File: config.mk
export PLATFORM = sky130hd
export DESIGN_NAME = lcd_scanline_timing_core_flat
export DESIGN_NICKNAME = d
export VERILOG_FILES = /design/src/rtl/lst_pkg.sv /design/src/rtl/lst_req_if.sv /design/src/rtl/lst_rsp_if.sv /design/src/rtl/lcd_scanline_timing_core.sv /design/src/flat_wrapper.sv
export VERILOG_INCLUDE_DIRS = /design/src /design/src/rtl
export SDC_FILE = /design/constraint.sdc
export NUM_CORES = 1
export LEC_CHECK = 0
export BUFFER_PORTS_ARGS = -buffer_cell sky130_fd_sc_hd__buf_2
export CORE_MARGIN = 4
export CORE_UTILIZATION = 50
export DETAILED_ROUTE_END_ITERATION = 8
export GPL_TIMING_DRIVEN = 0
export PLACE_DENSITY = 0.7
export REMOVE_ABC_BUFFERS = 1
export SYNTH_ARGS = -nofsm -noshare
export SYNTH_HDL_FRONTEND = slang
export SYNTH_SLANG_ARGS = --single-unit
File: constraint.sdc
create_clock -name i_clk -period 7.5 [get_ports i_clk]
set_input_delay 2.25 -clock i_clk [delete_from_list [all_inputs] [get_ports i_clk]]
set_output_delay 2.25 -clock i_clk [all_outputs]
set_load 0.01 [all_outputs]
File: src/rtl/lcd_scanline_timing_core_macros.svh
// assertion macros for the line timing core
// no dependencies; included by files that carry assertions
`ifndef LCD_SCANLINE_TIMING_CORE_MACROS_SVH
`define LCD_SCANLINE_TIMING_CORE_MACROS_SVH
`ifndef SYNTHESIS
`define LST_ASSERT_NOW(label, clk, rst_n, ante, cons) \
    label: assert property (@(posedge clk) disable iff (!(rst_n)) (ante) |-> (cons)) \
        else $error("lst assertion failed");
`define LST_ASSERT_NEXT(label, clk, rst_n, ante, cons) \
    label: assert property (@(posedge clk) disable iff (!(rst_n)) (ante) |=> (cons)) \
        else $error("lst assertion failed");
`else
`define LST_ASSERT_NOW(label, clk, rst_n, ante, cons)
`define LST_ASSERT_NEXT(label, clk, rst_n, ante, cons)
`endif
`endif

File: src/rtl/lst_pkg.sv
// shared types, constants and helpers for the line timing core
// no dependencies
`default_nettype none
package lst_pkg;
    localparam int CD_W      = 12;
    localparam int SUM_W     = 14;
    localparam int LINE_W    = 8;
    localparam int ELAPSED_W = 10;
    localparam int CFG_IDX_W = 4;
    localparam int CFG_DATA_W = 8;

    typedef enum logic [CFG_IDX_W-1:0] {
        CFG_HBLANK_IRQ_EN = 4'd0,
        CFG_VBLANK_IRQ_EN = 4'd1,
        CFG_MATCH_IRQ_EN  = 4'd2,
        CFG_MATCH_TARGET  = 4'd3
    } t_cfg_idx;

    typedef struct packed {
        logic                     hblank_irq;
        logic                     vblank_irq;
        logic                     line_match_irq;
        logic                     hblank_dma_start;
        logic                     vblank_dma_start;
        logic                     frame_end;
        logic [LINE_W-1:0]        line_number;
        logic                     in_hblank;
        logic                     in_vblank;
        logic                     line_match;
        logic signed [CD_W-1:0]   cycles_to_event;
    } t_rsp;

    localparam logic signed [SUM_W-1:0] CD_MIN = -14'sd2048;
    localparam logic signed [SUM_W-1:0] CD_MAX = 14'sd2047;

    function automatic logic signed [CD_W-1:0] clamp_cd(input logic signed [SUM_W-1:0] v);
        logic signed [CD_W-1:0] r;
        if (v < CD_MIN) begin
            r = CD_MIN[CD_W-1:0];
        end else if (v > CD_MAX) begin
            r = CD_MAX[CD_W-1:0];
        end else begin
            r = v[CD_W-1:0];
        end
        return r;
    endfunction
endpackage
`default_nettype wire

File: src/rtl/lst_req_if.sv
// request channel of the line timing core: elapsed cycle count
// depends on lst_pkg
`default_nettype none
interface lst_req_if;
    logic                           valid;
    logic                           ready;
    logic [lst_pkg::ELAPSED_W-1:0]  cycles_elapsed;

    modport source (output valid, output cycles_elapsed, input ready);
    modport sink   (input valid, input cycles_elapsed, output ready);
endinterface
`default_nettype wire

File: src/rtl/lst_rsp_if.sv
// response channel of the line timing core: pulses, flags, line and countdown
// depends on lst_pkg
`default_nettype none
interface lst_rsp_if;
    logic                               valid;
    logic                               ready;
    logic                               hblank_irq;
    logic                               vblank_irq;
    logic                               line_match_irq;
    logic                               hblank_dma_start;
    logic                               vblank_dma_start;
    logic                               frame_end;
    logic [lst_pkg::LINE_W-1:0]         line_number;
    logic                               in_hblank;
    logic                               in_vblank;
    logic                               line_match;
    logic signed [lst_pkg::CD_W-1:0]    cycles_to_event;

    modport source (
        output valid, output hblank_irq, output vblank_irq, output line_match_irq,
        output hblank_dma_start, output vblank_dma_start, output frame_end,
        output line_number, output in_hblank, output in_vblank, output line_match,
        output cycles_to_event, input ready
    );
    modport sink (
        input valid, input hblank_irq, input vblank_irq, input line_match_irq,
        input hblank_dma_start, input vblank_dma_start, input frame_end,
        input line_number, input in_hblank, input in_vblank, input line_match,
        input cycles_to_event, output ready
    );
endinterface
`default_nettype wire

File: src/rtl/lcd_scanline_timing_core.sv
// Display line timing core.
// Depends on lst_pkg, lst_req_if, lst_rsp_if and the assertion macro header.
//
// Usage: each request on i_req carries cycles_elapsed, the cycles run since the
// previous request. The core subtracts it from a countdown; when the countdown
// reaches zero or below, one transition happens (draw to hblank, or hblank to
// the next line with vblank entry and frame wrap). Every request gives exactly
// one response on o_rsp with interrupt and DMA pulses, the line count, the
// status flags and the countdown after the request.
// Configuration is written through i_cfg_we / i_cfg_idx / i_cfg_data; the user
// must write it only while idle; the core does not enforce it. Throughput: one
// request per cycle while i_req is ready; the state update is a subtract, clamp,
// add, clamp and compare between the state registers and the response register.
// Stall: a two-entry output buffer (response register plus skid) keeps i_req
// ready for one more request while a response waits; ready drops only when
// both entries are full, and nothing is lost or repeated.
// Reset (synchronous, active low): countdown = DRAW_CYCLES, line 0, all flags
// and configuration registers clear, output buffer empty.
`default_nettype none
`include "lcd_scanline_timing_core_macros.svh"
module lcd_scanline_timing_core #(
    parameter int DRAW_CYCLES   = 960,
    parameter int HBLANK_CYCLES = 272,
    parameter int VISIBLE_LINES = 160,
    parameter int TOTAL_LINES   = 228
) (
    input  wire logic                               i_clk,
    input  wire logic                               i_rst_n,
    input  wire logic                               i_cfg_we,
    input  wire logic [lst_pkg::CFG_IDX_W-1:0]      i_cfg_idx,
    input  wire logic [lst_pkg::CFG_DATA_W-1:0]     i_cfg_data,
    lst_req_if.sink                                 i_req,
    lst_rsp_if.source                               o_rsp
);
    localparam logic signed [lst_pkg::SUM_W-1:0] LP_DRAW   = lst_pkg::SUM_W'(DRAW_CYCLES);
    localparam logic signed [lst_pkg::SUM_W-1:0] LP_HBLANK = lst_pkg::SUM_W'(HBLANK_CYCLES);
    localparam logic [lst_pkg::LINE_W-1:0]       LP_VIS    = lst_pkg::LINE_W'(VISIBLE_LINES);
    localparam logic [lst_pkg::LINE_W-1:0]       LP_TOTAL  = lst_pkg::LINE_W'(TOTAL_LINES);

    logic                                r_hb_irq_en;
    logic                                r_vb_irq_en;
    logic                                r_match_irq_en;
    logic [lst_pkg::LINE_W-1:0]          r_target;

    logic signed [lst_pkg::CD_W-1:0]     r_cd,    n_cd;
    logic [lst_pkg::LINE_W-1:0]          r_line,  n_line;
    logic                                r_hb,    n_hb;
    logic                                r_vb,    n_vb;
    logic                                r_match, n_match;

    lst_pkg::t_rsp                       r_out, r_skid, n_rsp;
    logic                                r_out_v, r_skid_v;

    logic                                req_acc;
    logic                                rsp_take;
    logic signed [lst_pkg::SUM_W-1:0]    sub;
    logic signed [lst_pkg::CD_W-1:0]     cd1;
    logic [lst_pkg::LINE_W-1:0]          line_inc;

    assign req_acc  = i_req.valid && i_req.ready;
    assign rsp_take = r_out_v && o_rsp.ready;
    assign i_req.ready = !r_skid_v;

    // configuration registers
    always_ff @(posedge i_clk) begin
        if (!i_rst_n) begin
            r_hb_irq_en    <= 1'b0;
            r_vb_irq_en    <= 1'b0;
            r_match_irq_en <= 1'b0;
            r_target       <= '0;
        end else if (i_cfg_we) begin
            case (i_cfg_idx)
                lst_pkg::CFG_HBLANK_IRQ_EN: r_hb_irq_en    <= i_cfg_data[0];
                lst_pkg::CFG_VBLANK_IRQ_EN: r_vb_irq_en    <= i_cfg_data[0];
                lst_pkg::CFG_MATCH_IRQ_EN:  r_match_irq_en <= i_cfg_data[0];
                lst_pkg::CFG_MATCH_TARGET:  r_target       <= i_cfg_data[lst_pkg::LINE_W-1:0];
                default: ;
            endcase
        end
    end

    // transition logic
    always_comb begin
        sub      = $signed({{(lst_pkg::SUM_W-lst_pkg::CD_W){r_cd[lst_pkg::CD_W-1]}}, r_cd})
                 - $signed({{(lst_pkg::SUM_W-lst_pkg::ELAPSED_W){1'b0}}, i_req.cycles_elapsed});
        cd1      = lst_pkg::clamp_cd(sub);
        line_inc = r_line + 1'b1;
        n_cd     = cd1;
        n_line   = r_line;
        n_hb     = r_hb;
        n_vb     = r_vb;
        n_match  = r_match;
        n_rsp    = '0;
        if (cd1 <= 0) begin
            if (!r_hb) begin
                n_cd = lst_pkg::clamp_cd(
                    $signed({{(lst_pkg::SUM_W-lst_pkg::CD_W){cd1[lst_pkg::CD_W-1]}}, cd1})
                    + LP_HBLANK);
                n_hb = 1'b1;
                n_rsp.hblank_dma_start = !r_vb;
                n_rsp.hblank_irq       = r_hb_irq_en;
            end else begin
                n_cd = lst_pkg::clamp_cd(
                    $signed({{(lst_pkg::SUM_W-lst_pkg::CD_W){cd1[lst_pkg::CD_W-1]}}, cd1})
                    + LP_DRAW);
                n_hb   = 1'b0;
                n_line = line_inc;
                if (line_inc == LP_VIS) begin
                    n_vb = 1'b1;
                    n_rsp.vblank_dma_start = 1'b1;
                    n_rsp.vblank_irq       = r_vb_irq_en;
                end else if (line_inc >= LP_TOTAL) begin
                    n_vb   = 1'b0;
                    n_line = '0;
                    n_rsp.frame_end = 1'b1;
                end
                n_match = (n_line == r_target);
                n_rsp.line_match_irq = n_match && r_match_irq_en;
            end
        end
        n_rsp.line_number     = n_line;
        n_rsp.in_hblank       = n_hb;
        n_rsp.in_vblank       = n_vb;
        n_rsp.line_match      = n_match;
        n_rsp.cycles_to_event = n_cd;
    end

    // timing state
    always_ff @(posedge i_clk) begin
        if (!i_rst_n) begin
            r_cd    <= lst_pkg::CD_W'(DRAW_CYCLES);
            r_line  <= '0;
            r_hb    <= 1'b0;
            r_vb    <= 1'b0;
            r_match <= 1'b0;
        end else if (req_acc) begin
            r_cd    <= n_cd;
            r_line  <= n_line;
            r_hb    <= n_hb;
            r_vb    <= n_vb;
            r_match <= n_match;
        end
    end

    // response register and skid entry
    always_ff @(posedge i_clk) begin
        if (!i_rst_n) begin
            r_out_v  <= 1'b0;
            r_skid_v <= 1'b0;
        end else if (!r_out_v || rsp_take) begin
            if (r_skid_v) begin
                r_out_v  <= 1'b1;
                r_skid_v <= 1'b0;
            end else begin
                r_out_v  <= req_acc;
            end
        end else if (req_acc) begin
            r_skid_v <= 1'b1;
        end
    end

    always_ff @(posedge i_clk) begin
        if (!r_out_v || rsp_take) begin
            if (r_skid_v) begin
                r_out <= r_skid;
            end else if (req_acc) begin
                r_out <= n_rsp;
            end
        end else if (req_acc) begin
            r_skid <= n_rsp;
        end
    end

    assign o_rsp.valid            = r_out_v;
    assign o_rsp.hblank_irq       = r_out.hblank_irq;
    assign o_rsp.vblank_irq       = r_out.vblank_irq;
    assign o_rsp.line_match_irq   = r_out.line_match_irq;
    assign o_rsp.hblank_dma_start = r_out.hblank_dma_start;
    assign o_rsp.vblank_dma_start = r_out.vblank_dma_start;
    assign o_rsp.frame_end        = r_out.frame_end;
    assign o_rsp.line_number      = r_out.line_number;
    assign o_rsp.in_hblank        = r_out.in_hblank;
    assign o_rsp.in_vblank        = r_out.in_vblank;
    assign o_rsp.line_match       = r_out.line_match;
    assign o_rsp.cycles_to_event  = r_out.cycles_to_event;

    `LST_ASSERT_NOW(a_skid_behind_out, i_clk, i_rst_n, r_skid_v, r_out_v)
    `LST_ASSERT_NOW(a_frame_wraps_line, i_clk, i_rst_n, r_out_v && r_out.frame_end,
        r_out.line_number == '0 && !r_out.in_vblank && !r_out.in_hblank)
    `LST_ASSERT_NOW(a_hdma_in_hblank, i_clk, i_rst_n, r_out_v && r_out.hblank_dma_start,
        r_out.in_hblank && !r_out.in_vblank)
    `LST_ASSERT_NOW(a_vdma_at_vis_line, i_clk, i_rst_n, r_out_v && r_out.vblank_dma_start,
        r_out.in_vblank && r_out.line_number == LP_VIS && !r_out.in_hblank)
    `LST_ASSERT_NEXT(a_idle_state_holds, i_clk, i_rst_n, !req_acc, $stable(r_cd) && $stable(r_line))
endmodule
`default_nettype wire
File: src/flat_wrapper.sv
// flat-port wrapper written by rule: the top's interface ports become plain ports
module lcd_scanline_timing_core_flat 
#(
    parameter int DRAW_CYCLES   = 960,
    parameter int HBLANK_CYCLES = 272,
    parameter int VISIBLE_LINES = 160,
    parameter int TOTAL_LINES   = 228
)
  (i_clk, i_rst_n, i_cfg_we, i_cfg_idx, i_cfg_data, i_req_valid, i_req_cycles_elapsed, i_req_ready, o_rsp_valid, o_rsp_hblank_irq, o_rsp_vblank_irq, o_rsp_line_match_irq, o_rsp_hblank_dma_start, o_rsp_vblank_dma_start, o_rsp_frame_end, o_rsp_line_number, o_rsp_in_hblank, o_rsp_in_vblank, o_rsp_line_match, o_rsp_cycles_to_event, o_rsp_ready);
  lst_req_if i_req_i ();
  lst_rsp_if o_rsp_i ();
  input  wire logic i_clk;
  input  wire logic i_rst_n;
  input  wire logic i_cfg_we;
  input  wire logic [lst_pkg::CFG_IDX_W-1:0] i_cfg_idx;
  input  wire logic [lst_pkg::CFG_DATA_W-1:0] i_cfg_data;
  input wire logic [$bits(i_req_i.valid)-1:0] i_req_valid;
  input wire logic [$bits(i_req_i.cycles_elapsed)-1:0] i_req_cycles_elapsed;
  output wire logic [$bits(i_req_i.ready)-1:0] i_req_ready;
  output wire logic [$bits(o_rsp_i.valid)-1:0] o_rsp_valid;
  output wire logic [$bits(o_rsp_i.hblank_irq)-1:0] o_rsp_hblank_irq;
  output wire logic [$bits(o_rsp_i.vblank_irq)-1:0] o_rsp_vblank_irq;
  output wire logic [$bits(o_rsp_i.line_match_irq)-1:0] o_rsp_line_match_irq;
  output wire logic [$bits(o_rsp_i.hblank_dma_start)-1:0] o_rsp_hblank_dma_start;
  output wire logic [$bits(o_rsp_i.vblank_dma_start)-1:0] o_rsp_vblank_dma_start;
  output wire logic [$bits(o_rsp_i.frame_end)-1:0] o_rsp_frame_end;
  output wire logic [$bits(o_rsp_i.line_number)-1:0] o_rsp_line_number;
  output wire logic [$bits(o_rsp_i.in_hblank)-1:0] o_rsp_in_hblank;
  output wire logic [$bits(o_rsp_i.in_vblank)-1:0] o_rsp_in_vblank;
  output wire logic [$bits(o_rsp_i.line_match)-1:0] o_rsp_line_match;
  output wire logic [$bits(o_rsp_i.cycles_to_event)-1:0] o_rsp_cycles_to_event;
  input wire logic [$bits(o_rsp_i.ready)-1:0] o_rsp_ready;
  assign i_req_i.valid = i_req_valid;
  assign i_req_i.cycles_elapsed = i_req_cycles_elapsed;
  assign i_req_ready = i_req_i.ready;
  assign o_rsp_valid = o_rsp_i.valid;
  assign o_rsp_hblank_irq = o_rsp_i.hblank_irq;
  assign o_rsp_vblank_irq = o_rsp_i.vblank_irq;
  assign o_rsp_line_match_irq = o_rsp_i.line_match_irq;
  assign o_rsp_hblank_dma_start = o_rsp_i.hblank_dma_start;
  assign o_rsp_vblank_dma_start = o_rsp_i.vblank_dma_start;
  assign o_rsp_frame_end = o_rsp_i.frame_end;
  assign o_rsp_line_number = o_rsp_i.line_number;
  assign o_rsp_in_hblank = o_rsp_i.in_hblank;
  assign o_rsp_in_vblank = o_rsp_i.in_vblank;
  assign o_rsp_line_match = o_rsp_i.line_match;
  assign o_rsp_cycles_to_event = o_rsp_i.cycles_to_event;
  assign o_rsp_i.ready = o_rsp_ready;
  lcd_scanline_timing_core #(.DRAW_CYCLES(DRAW_CYCLES), .HBLANK_CYCLES(HBLANK_CYCLES), .VISIBLE_LINES(VISIBLE_LINES), .TOTAL_LINES(TOTAL_LINES)) u_core (.i_clk(i_clk), .i_rst_n(i_rst_n), .i_cfg_we(i_cfg_we), .i_cfg_idx(i_cfg_idx), .i_cfg_data(i_cfg_data), .i_req(i_req_i), .o_rsp(o_rsp_i));
endmodule
==> impl_metrics.env, run 1 <==
export IMPL_run_status="finished clean"
export IMPL_final_cells=798
export IMPL_synthTopCellsByCount="66 x nor2_1, 58 x edfxtp_1, 51 x nand2_1"
export IMPL_slew_violations=0
export IMPL_viasPerCell=6.25
export IMPL_p_total_mw=2.63
export IMPL_io_buffers=57
export IMPL_grt_pass1_vias=4622
export IMPL_p_leak_nw=2.59
export IMPL_r2r_cells=19
export IMPL_clkSinkCount=94
export IMPL_rows=39
export IMPL_grtUsageTotal=0.224
export IMPL_synth_edf_count=58
export IMPL_gr_total_overflow=0
export IMPL_dp_cells=782
export IMPL_drt_total_wl_mm=14.8
export IMPL_die_x_um=117
export IMPL_synth_top_area_share=0.295
export IMPL_maxCapViolCount=0
export IMPL_crit_fanout=21
export IMPL_crit_type="input pin to register"
export IMPL_whs_path_depth=2
export IMPL_finalHoldViolCount=0
export IMPL_timing_critical_path_buf_inv=2
export IMPL_worst_slew_pin_slew_ns=1.21
export IMPL_die_h_um=117
export IMPL_place_congestion=0.985
export IMPL_finalSetupViolations=0
export IMPL_hold_start="u_core.r_vb_irq_en"
export IMPL_rsz0062_at_grt="no"
export IMPL_fin_skew_ns=0.00734
export IMPL_async_reset_ff_frac=0
export IMPL_required_ns=7.55
export IMPL_synthMuxAreaShare=0.0636
export IMPL_crit_family="compound AO/OA/AOI/OAI gates"
export IMPL_multiInputGateArea_um2=3200
export IMPL_yosysUniqueCellTypes=80
export IMPL_clkLatencyLatePin_ns=0.34
export IMPL_cts_tree="yes"
export IMPL_synth_area_leaders="edfxtp_1 29%, dfxtp_1 12%, nor2_1 4.2%"
export IMPL_drt_first_iter_violations=407
export IMPL_synth_xor_area_share=0.0261
export IMPL_ant_nets=0
export IMPL_critPathLaunchType="input pin"
export IMPL_cp_num_cells=19
export IMPL_synth_compound_area_frac=0.240
export IMPL_antenna_cells=0
export IMPL_numCtsBuffers=9
export IMPL_yosys_area_top_type="edfxtp_1"
export IMPL_synth_top_family_by_area="compound AO/OA/AOI/OAI gates"
export IMPL_grt_max_degree=31
export IMPL_syn_to_final_growth_pct=10.3
export IMPL_cts_setup_buffers=0
export IMPL_nets=696
export IMPL_timing_final_crit_share=0.946
export IMPL_root_buffer="clkbuf_16"
export IMPL_firstDrtPassIters=5
export IMPL_synth_area_um2=5900
export IMPL_ys_seq_elements=94
export IMPL_fillerInstances=981
export IMPL_grt_pass1_wl_mm=23.7
export IMPL_fmax_mhz=141
export IMPL_syn_inst=614
export IMPL_crit_path_top_delay_cell="a32oi_1"
export IMPL_cts_buffer_depth=2
export IMPL_endpoint_kind="register"
export IMPL_synth_most_common_cell="nor2_1"
export IMPL_ys_flop_type="edfxtp_1"
export IMPL_max_stage_delay_ns=0.84
export IMPL_dieArea_um2=13600
export IMPL_vias=4985
export IMPL_cts_reportedPaths_clkPinSlew_ns=0.07
export IMPL_yosys_area_share_simple=0.168
export IMPL_relSlewSlack=0.195
export IMPL_hold_class="register to register"
export IMPL_post_drt_wl_per_cell_um=18.5
export IMPL_ys_warn_count=0
export IMPL_syn_avg_cell_area_um2=9.62
export IMPL_irDropWorstVdd_uv=250
export IMPL_finalCriticalPeriod_ns=7.09
export IMPL_antenna_found_initial=0
export IMPL_p_per_area_nw_per_um2=404
export IMPL_r2r_start="u_core.r_cd[0]"
export IMPL_crit_arrival_ns=7.14
export IMPL_crit_start="i_req_cycles_elapsed[0]"
export IMPL_regArea_um2=2460
export IMPL_h_tree_depth=3
export IMPL_start_util=0.515
export IMPL_path_cells="buf_2 > ha_1 > fa_1 > nor2b_1 > o21ai_2 > o211a_2 > o221ai_1 > a21oi_4 > nor3_1 > inv_1 > ha_1 > nand4_1 > nor2b_1 > o311ai_0 > nor2_1 > a32oi_1 > o21ai_0 > o32ai_1 > o31ai_1"
export IMPL_core_area_um2=11500
export IMPL_dp_hpwl_mm=10.8
export IMPL_synthAdderAreaFrac=0.0415
export IMPL_drive_gt1_frac=0.197
export IMPL_drc=0
export IMPL_seq_area_frac_synth=0.417
export IMPL_ios=58
==> area by class of cell <==
cell class / instances / share of cell area
clock buffers: 10 / 0.0351
clock inverters: 6 / 0.00576
inverters: 32 / 0.0184
multi-input cells: 456 / 0.491
flip-flops and latches: 94 / 0.378
well taps: 143 / 0.0275
repair buffers: 57 / 0.0438
==> cells by family after synthesis <==
| logic type | count (synthesis) |
|---|---|
| AO/OA/AOI/OAI | 181 |
| XOR/XNOR | 16 |
| adder cells (fa/ha/maj) | 19 |
| buffers and inverters | 64 |
| flip-flops | 94 |
| multiplexers | 34 |
| AND/OR/NAND/NOR | 206 |
==> final timing paths <==
| kind | to | slack [ns] |
|---|---|---|
| worst max-delay path | u_core.o_rsp.cycles_to_event[6] | 0.41 |
| worst min-delay path | u_core.r_vb_irq_en | 0.47 |
| worst max register to register | u_core.o_rsp.cycles_to_event[6] | 2.08 |
| worst min register to register | u_core.r_vb_irq_en | 0.47 |
==> registers in the layout (all words and copies together), names as in the netlist, 8 cells and up <==
name and flops:
u_core.r_target 8, u_core.r_cd 12, u_core.o_rsp.cycles_to_event 12, u_core.o_rsp.line_number 8, u_core.r_skid 29, u_core.r_line 8
==> where the power goes <==
part / leakage, nW / internal, mW / switching, mW / total [mW]
Clock: 0.128 / 0.224 / 0.194 / 0.417
Combinational: 1.61 / 0.549 / 0.909 / 1.46
Sequential: 0.852 / 0.703 / 0.0500 / 0.753
==> repair_timing <==
action,in CTS,in global routing
hold endpoints to repair,0,0
resized for setup,1,1
hold buffers,0,0
setup endpoints to repair,1,2
==> metrics by stage <==
step	instance area, µm²	setup TNS, ns	util	hold slack [ns]	setup slack, ns
2_1_floorplan	5760	0	-	0.436	0.928
3_3_place_gp	6230	-1.31	0.543	0.448	-0.281
3_5_place_dp	6240	-1.78	0.544	0.465	-0.343
4_1_cts	6510	0	0.567	0.476	0.410
5_1_grt	6520	0	0.568	0.506	0.0240
6_report	6520	0	0.568	0.471	0.407
==> routing by layer <==
| layer | routed length, µm | GRT usage | up-vias |
|---|---|---|---|
| met5 | 0 | 0 | - |
| met4 | 196 | 0.0604 | 0 |
| met2 | 6770 | 0.347 | 174 |
| li1 | - | - | 2389 |
| met3 | 871 | 0.0404 | 21 |
| met1 | 6910 | 0.323 | 2401 |
==> layout by cell type, fill, tap and decap left out, types with 9 or more instances in the layout <==
cell and n:
nor2_1 65, edfxtp_1 58, buf_2 57, nand2_1 51
dfxtp_1 36, inv_1 31, o21ai_0 30, a21oi_1 26
mux2_2 20, ha_1 18, nor3_1 15, nand3_1 13
xnor2_1 12, mux2i_1 12, a211oi_1 10, clkbuf_16 9
==> worst register-to-register path: stages, from the launching register on <==
cell and delay (ns):
dfxtp_1 0.31, inv_1 0.04, ha_1 0.20, fa_1 0.43, nor2b_1 0.23, o21ai_2 0.16
o211a_2 0.32, o221ai_1 0.29, a21oi_4 0.21, nor3_1 0.46, inv_1 0.09, ha_1 0.19
nand4_1 0.12, nor2b_1 0.06, o311ai_0 0.17, nor2_1 0.12, a32oi_1 0.84, o21ai_0 0.29
o32ai_1 0.43, o31ai_1 0.18
(Power assumes the default switching activity.)
==> inputs of run 2 (changes only) <==
- ABC_AREA: not set -> 1
- CAP_MARGIN: not set -> 30
==> run 2 against run 1 <==
  * First-iteration DRC count down 16%
  * Combinational power down 43%
  * Critical endpoint is now u_core.o_rsp.cycles_to_event[8]
  * Non-clock buffer count increased by 3
  * Largest cell class unchanged
  * Cell area fell by 5.2%
  * Worst setup slack better by 1.8 ns
  * Cell count is 19% higher
==> impl_metrics.env, run 2 <==
export IMPL_syn_avg_cell_area_um2=7.40
export IMPL_synth_most_common_cell="nand2_1"
export IMPL_io_buffers=57
export IMPL_clkLatencyLatePin_ns=0.37
export IMPL_drc=0
export IMPL_dieArea_um2=12900
export IMPL_cts_resized_gates=0
export IMPL_h_tree_depth=3
export IMPL_drt_first_iter_violations=340
export IMPL_r2r_start="u_core.r_cd[0]"
export IMPL_grt_pass1_vias=4567
export IMPL_grtUsageTotal=0.199
export IMPL_crit_fanout=17
export IMPL_syn_inst=752
export IMPL_synth_top_area_share=0.313
export IMPL_fin_ws_ns=2.19
export IMPL_p_leak_nw=3.14
export IMPL_whs_endpoint="u_core.r_hb_irq_en"
export IMPL_p_per_area_nw_per_um2=299
export IMPL_antenna_found_initial=0
export IMPL_yosysUniqueCellTypes=36
export IMPL_drive_gt1_frac=0.146
export IMPL_clkSinkCount=94
export IMPL_fin_tns_setup_ns=0
export IMPL_firstDrtPassIters=4
export IMPL_cts_tree="yes"
export IMPL_ys_warn_count=0
export IMPL_vias=4740
export IMPL_finalHoldViolCount=0
export IMPL_ys_flop_type="edfxtp_1"
export IMPL_syn_to_final_growth_pct=11.0
export IMPL_required_ns=7.73
export IMPL_placed_cell_area_um2=5980
export IMPL_endpoint_kind="register"
export IMPL_maxCapViolCount=0
export IMPL_crit_type="input pin to register"
export IMPL_timing_final_crit_share=0.708
export IMPL_slew_violations=0
export IMPL_hold_start="u_core.r_hb_irq_en"
export IMPL_cts_setup_buffers=0
export IMPL_synthTopCellsByCount="268 x nand2_1, 104 x inv_1, 58 x edfxtp_1"
export IMPL_fin_skew_ns=0.0166
export IMPL_post_drt_wl_per_cell_um=13.0
export IMPL_whs_path_depth=2
export IMPL_r2r_cells=23
export IMPL_grt_pass1_wl_mm=20.9
export IMPL_die_x_um=114
export IMPL_irDropWorstVdd_uv=127
export IMPL_ctsHoldBuffers=0
export IMPL_layout_commonest_cell="nand2_1"
export IMPL_gr_total_overflow=0
export IMPL_rows=38
export IMPL_ios=58
export IMPL_core_area_um2=10900
export IMPL_async_reset_ff_frac=0
export IMPL_worst_slew_pin_slew_ns=1.04
export IMPL_crit_arrival_ns=5.54
export IMPL_largest_register="u_core.r_skid"
export IMPL_antenna_cells=0
export IMPL_grt_max_degree=31
export IMPL_cts_buffer_depth=2
export IMPL_worst_hold_slack_ns=0.463
export IMPL_synth_area_um2=5570
export IMPL_dp_hpwl_mm=9.15
export IMPL_reg2reg_slack_ns=3.81
export IMPL_run_status="finished clean"
export IMPL_final_cell_mix="268 x nand2_1, 104 x inv_1, 58 x edfxtp_1"
export IMPL_synth_edf_count=58
export IMPL_place_congestion=0.901
export IMPL_finalCriticalPeriod_ns=5.31
export IMPL_fmax_mhz=188
export IMPL_start_util=0.511
export IMPL_viasPerCell=5.01
export IMPL_finalSetupViolations=0
export IMPL_ant_nets=0
export IMPL_ys_seq_elements=94
export IMPL_seq_area_frac_synth=0.442
export IMPL_numCtsBuffers=9
export IMPL_largest_reg_flops=29
export IMPL_root_buffer="clkbuf_8"
export IMPL_cts_reportedPaths_clkPinSlew_ns=0.09
export IMPL_drt_total_wl_mm=12.3
export IMPL_place_ws_ns=1.83
export IMPL_fin_area_um2=6180
export IMPL_relSlewSlack=0.307
export IMPL_yosys_area_top_type="edfxtp_1"
export IMPL_synth_area_leaders="edfxtp_1 31%, nand2_1 18%, dfxtp_1 13%"
export IMPL_nets=848
export IMPL_rsz0062_at_grt="no"
export IMPL_hold_class="register to register"
export IMPL_r2r_end="u_core.o_rsp.cycles_to_event[8]"
export IMPL_critPathLaunchType="input pin"
export IMPL_fillerInstances=1038
export IMPL_die_h_um=114
-- run 2: routing by layer --
layer	vias up	GRT usage	wire length, µm
met3	10	0.0302	611
met4	0	0.0641	129
met1	2138	0.280	5950
met5	-	0	0
met2	111	0.317	5620
li1	2481	-	-
-- run 2: final cells by class --
cell class              count  area, µm²  share of cell area
clock buffers              11        153              0.0247
flip-flops and latches     94       2460               0.399
clock inverters             5       40.0             0.00648
inverters                 115        432              0.0699
well taps                 140        175              0.0284
repair buffers             60        339              0.0549
multi-input cells         522       2580               0.417
-- run 2: logic make-up (layout without fill, tap and decap cells) --
logic type,Yosys count,in the layout,synth area share
and+or+nand+nor,402,402,0.312
adders and majority gates,19,19,0.0441
xor gates and xnor gates,15,15,0.0236
AOI/OAI and AO/OA,86,86,0.0814
buffers and inverters,136,191,0.0966
DFF,94,94,0.442
-- run 2: worst max-delay path: stages --
cell and delay (ns):
buf_2 0.10, ha_1 0.21, fa_1 0.42, inv_1 0.11, nand3_1 0.08, nand2_2 0.12, nand2_1 0.08, nand3_2 0.12
nand2_4 0.11, nand3_4 0.17, nand2_1 0.21, inv_1 0.15, ha_1 0.15, nand2_1 0.08, nand2_1 0.12, nand3_1 0.10
nand2_1 0.09, a21oi_1 0.06, nor2_2 0.40, nand2_1 0.13, nand3_2 0.16, nand2_1 0.06, nand2_1 0.06
-- run 2: metrics by stage --
| step | total power [mW] | instances | utilization |
|---|---|---|---|
| 3_3_place_gp | 1.49 | 928 | 0.544 |
| 6_report | 1.85 | 947 | 0.567 |
| 2_1_floorplan | 1.31 | 731 | - |
| 3_5_place_dp | 1.52 | 931 | 0.550 |
| 5_1_grt | 2.00 | 947 | 0.567 |
| 4_1_cts | 1.85 | 947 | 0.567 |
-- run 2: worst max path at each step --
stage | startpoint | end | slack [ns] | cells past startpoint
6_report | i_req_cycles_elapsed[0] | u_core.o_rsp.cycles_to_event[8] | 2.19 | 23
5_1_grt | i_req_cycles_elapsed[0] | u_core.r_cd[10] | 1.80 | 23
4_1_cts | i_req_cycles_elapsed[0] | u_core.r_cd[10] | 2.20 | 23
3_5_place_dp | i_req_cycles_elapsed[0] | u_core.o_rsp.cycles_to_event[10] | 1.83 | 23
3_3_place_gp | i_req_valid | u_core.r_skid[2] | 0.72 | 5
2_1_floorplan | i_req_valid | u_core.r_skid[0] | 2.35 | 4
-- run 2: report_power, final --
group	internal (mW)	switching [mW]
registers	0.654	0.0259
clock network	0.145	0.190
logic	0.270	0.563
==> inputs of run 3 (changes only) <==
- ABC_AREA: 1 -> 0
- clock period: 7.5 -> 5.5 ns (I/O delays scaled with it)
==> run 3 against run 2 <==
  * Die area grew 5.6%
  * Global-route usage up 2.9 points
  * Worst setup slack worse by 2.2 ns
  * Combinational power rose to 2.8 times the previous value
  * Flip-flop and latch count unchanged
  * Via count up 6.3%
  * Clock power increased by 69%
  * Critical endpoint is now u_core.o_rsp.cycles_to_event[7]
  * Largest cell class unchanged
==> impl_metrics.env, run 3 (same netlist as run 1, synthesis figures left out) <==
export IMPL_grt_pass1_vias=4695
export IMPL_critPathLaunchType="input pin"
export IMPL_finalCriticalPeriod_ns=5.46
export IMPL_worst_slew_pin_slew_ns=0.889
export IMPL_irDropWorstVdd_uv=462
export IMPL_dp_hpwl_mm=10.9
export IMPL_maxCapViolCount=0
export IMPL_path_cells="buf_2 > ha_1 > fa_2 > nor2b_4 > o21ai_4 > o211a_4 > o221ai_4 > a21oi_4 > buf_6 > or2_2 > ha_1 > nand4_1 > nor2b_1 > o311ai_2 > nor2_1 > a31oi_4 > nor2_4 > a221o_1 > mux2_4"
export IMPL_grtUsageTotal=0.228
export IMPL_place_congestion=0.985
export IMPL_run_status="finished clean"
export IMPL_fin_skew_ns=0.00563
export IMPL_whs_endpoint="u_core.r_vb_irq_en"
export IMPL_required_ns=5.60
export IMPL_postLayoutCoreUtil=0.614
export IMPL_placed_cell_area_um2=6310
export IMPL_clkLatencyLatePin_ns=0.34
export IMPL_grt_pass1_wl_mm=24.3
export IMPL_slew_violations=0
export IMPL_firstDrtPassIters=5
export IMPL_crit_type="input pin to register"
export IMPL_start_util=0.515
export IMPL_reg2reg_slack_ns=1.08
export IMPL_ctsHoldBuffers=0
export IMPL_fmax_mhz=183
export IMPL_drc=0
export IMPL_vias=5040
export IMPL_max_stage_delay_ns=0.46
export IMPL_r2r_start="u_core.r_cd[0]"
export IMPL_drt_first_iter_violations=363
export IMPL_antenna_found_initial=0
export IMPL_core_area_um2=11500
export IMPL_hold_start="u_core.r_vb_irq_en"
export IMPL_largest_register="u_core.r_skid"
export IMPL_drt_total_wl_mm=15.4
export IMPL_endpoint_kind="register"
export IMPL_drive_gt1_frac=0.284
export IMPL_die_h_um=117
export IMPL_post_drt_wl_per_cell_um=18.8
export IMPL_rows=39
export IMPL_crit_path_top_delay_cell="a221o_1"
export IMPL_final_cell_mix="63 x nor2_1, 58 x buf_2, 58 x edfxtp_1"
export IMPL_hold_class="register to register"
export IMPL_r2r_cells=19
export IMPL_r2r_end="u_core.o_rsp.cycles_to_event[7]"
export IMPL_cts_tree="yes"
export IMPL_cts_reportedPaths_clkPinSlew_ns=0.07
export IMPL_crit_arrival_ns=5.56
export IMPL_cts_buffer_depth=2
export IMPL_viasPerCell=6.13
export IMPL_antenna_cells=0
export IMPL_p_per_area_nw_per_um2=559
export IMPL_gr_total_overflow=0
export IMPL_fin_area_um2=7050
export IMPL_whs_path_depth=2
export IMPL_finalSetupViolations=0
export IMPL_nets=720
export IMPL_io_buffers=57
export IMPL_critPathMostFrequentCell="ha_1"
export IMPL_clkSinkCount=94
export IMPL_root_buffer="clkbuf_16"
export IMPL_numCtsBuffers=9
export IMPL_syn_to_final_growth_pct=19.3
export IMPL_grt_max_degree=30
export IMPL_p_leak_nw=2.77
export IMPL_die_x_um=117
export IMPL_crit_fanout=7
export IMPL_timing_final_crit_share=0.993
export IMPL_largest_reg_flops=29
export IMPL_relSlewSlack=0.406
export IMPL_dieArea_um2=13600
export IMPL_h_tree_depth=3
export IMPL_ant_nets=0
export IMPL_ios=58
export IMPL_fillerInstances=972
export IMPL_layout_commonest_cell="nor2_1"
export IMPL_finalHoldViolCount=0
run 3: through the flow:
stage               cells  setup WS [ns]  hold WS [ns]  power (mW)  setup TNS, ns
floorplan             582         -0.472         0.436        2.48          -8.97
global placement      782          -1.68         0.448        2.96         -96.20
detailed placement    786          -1.45         0.462        2.99         -74.64
CTS                   811        0.00860         0.473        3.69              0
global route          822        -0.0658         0.508        4.20         -0.314
finish                822         0.0376         0.465        3.94              0
run 3: critical path, delay by kind of cell:
family,cells,cell delay (ns)
AOI/OAI and AO/OA,7,1.57
and+or+nand+nor,6,0.93
buffers and inverters,2,0.24
muxes,1,0.29
adders and majority gates,3,0.87
run 3: layer usage:
metal,GRT usage,routed length (µm)
met5,0,0
met1,0.326,7350
met3,0.0446,732
met4,0.0581,257
met2,0.358,7070
run 3: layout make-up:
| type | instances | area (µm²) | area share |
|---|---|---|---|
| multi-input combinational | 456 | 3510 | 0.498 |
| clock buffer | 9 | 225 | 0.0320 |
| timing repair buffer | 81 | 507 | 0.0719 |
| clock inverter | 7 | 41.3 | 0.00586 |
| tap | 143 | 179 | 0.0254 |
| sequential | 94 | 2460 | 0.349 |
| inverter | 32 | 120 | 0.0170 |
run 3: where the power goes:
group / switching, mW / internal (mW)
logic: 1.38 / 0.956
registers: 0.0759 / 0.959
clock network: 0.263 / 0.302
total: 1.72 / 2.22
run 3: worst max path at each step:
| stage | cells after the start | slack [ns] | from | to |
|---|---|---|---|---|
| final | 19 | 0.04 | i_req_cycles_elapsed[0] | u_core.o_rsp.cycles_to_event[7] |
| after global routing | 19 | -0.07 | i_req_cycles_elapsed[5] | u_core.r_vb |
| after CTS | 19 | 0.009 | i_req_cycles_elapsed[4] | u_core.o_rsp.cycles_to_event[7] |
| after detailed placement | 20 | -1.45 | i_req_cycles_elapsed[0] | u_core.o_rsp.cycles_to_event[6] |
| after global placement | 19 | -1.68 | i_req_cycles_elapsed[6] | u_core.o_rsp.in_vblank |
| after floorplan | 17 | -0.47 | i_req_cycles_elapsed[7] | u_core.o_rsp.cycles_to_event[5] |
run 3: repair_timing:
item | 4_1_cts | 5_1_grt
endpoints found under the hold margin | 0 | 0
endpoints found under the setup margin | 78 | 54
pin swaps | 8 | 9
setup buffers | 9 | 10
cloned | 0 | 1
resized for setup | 29 | 37
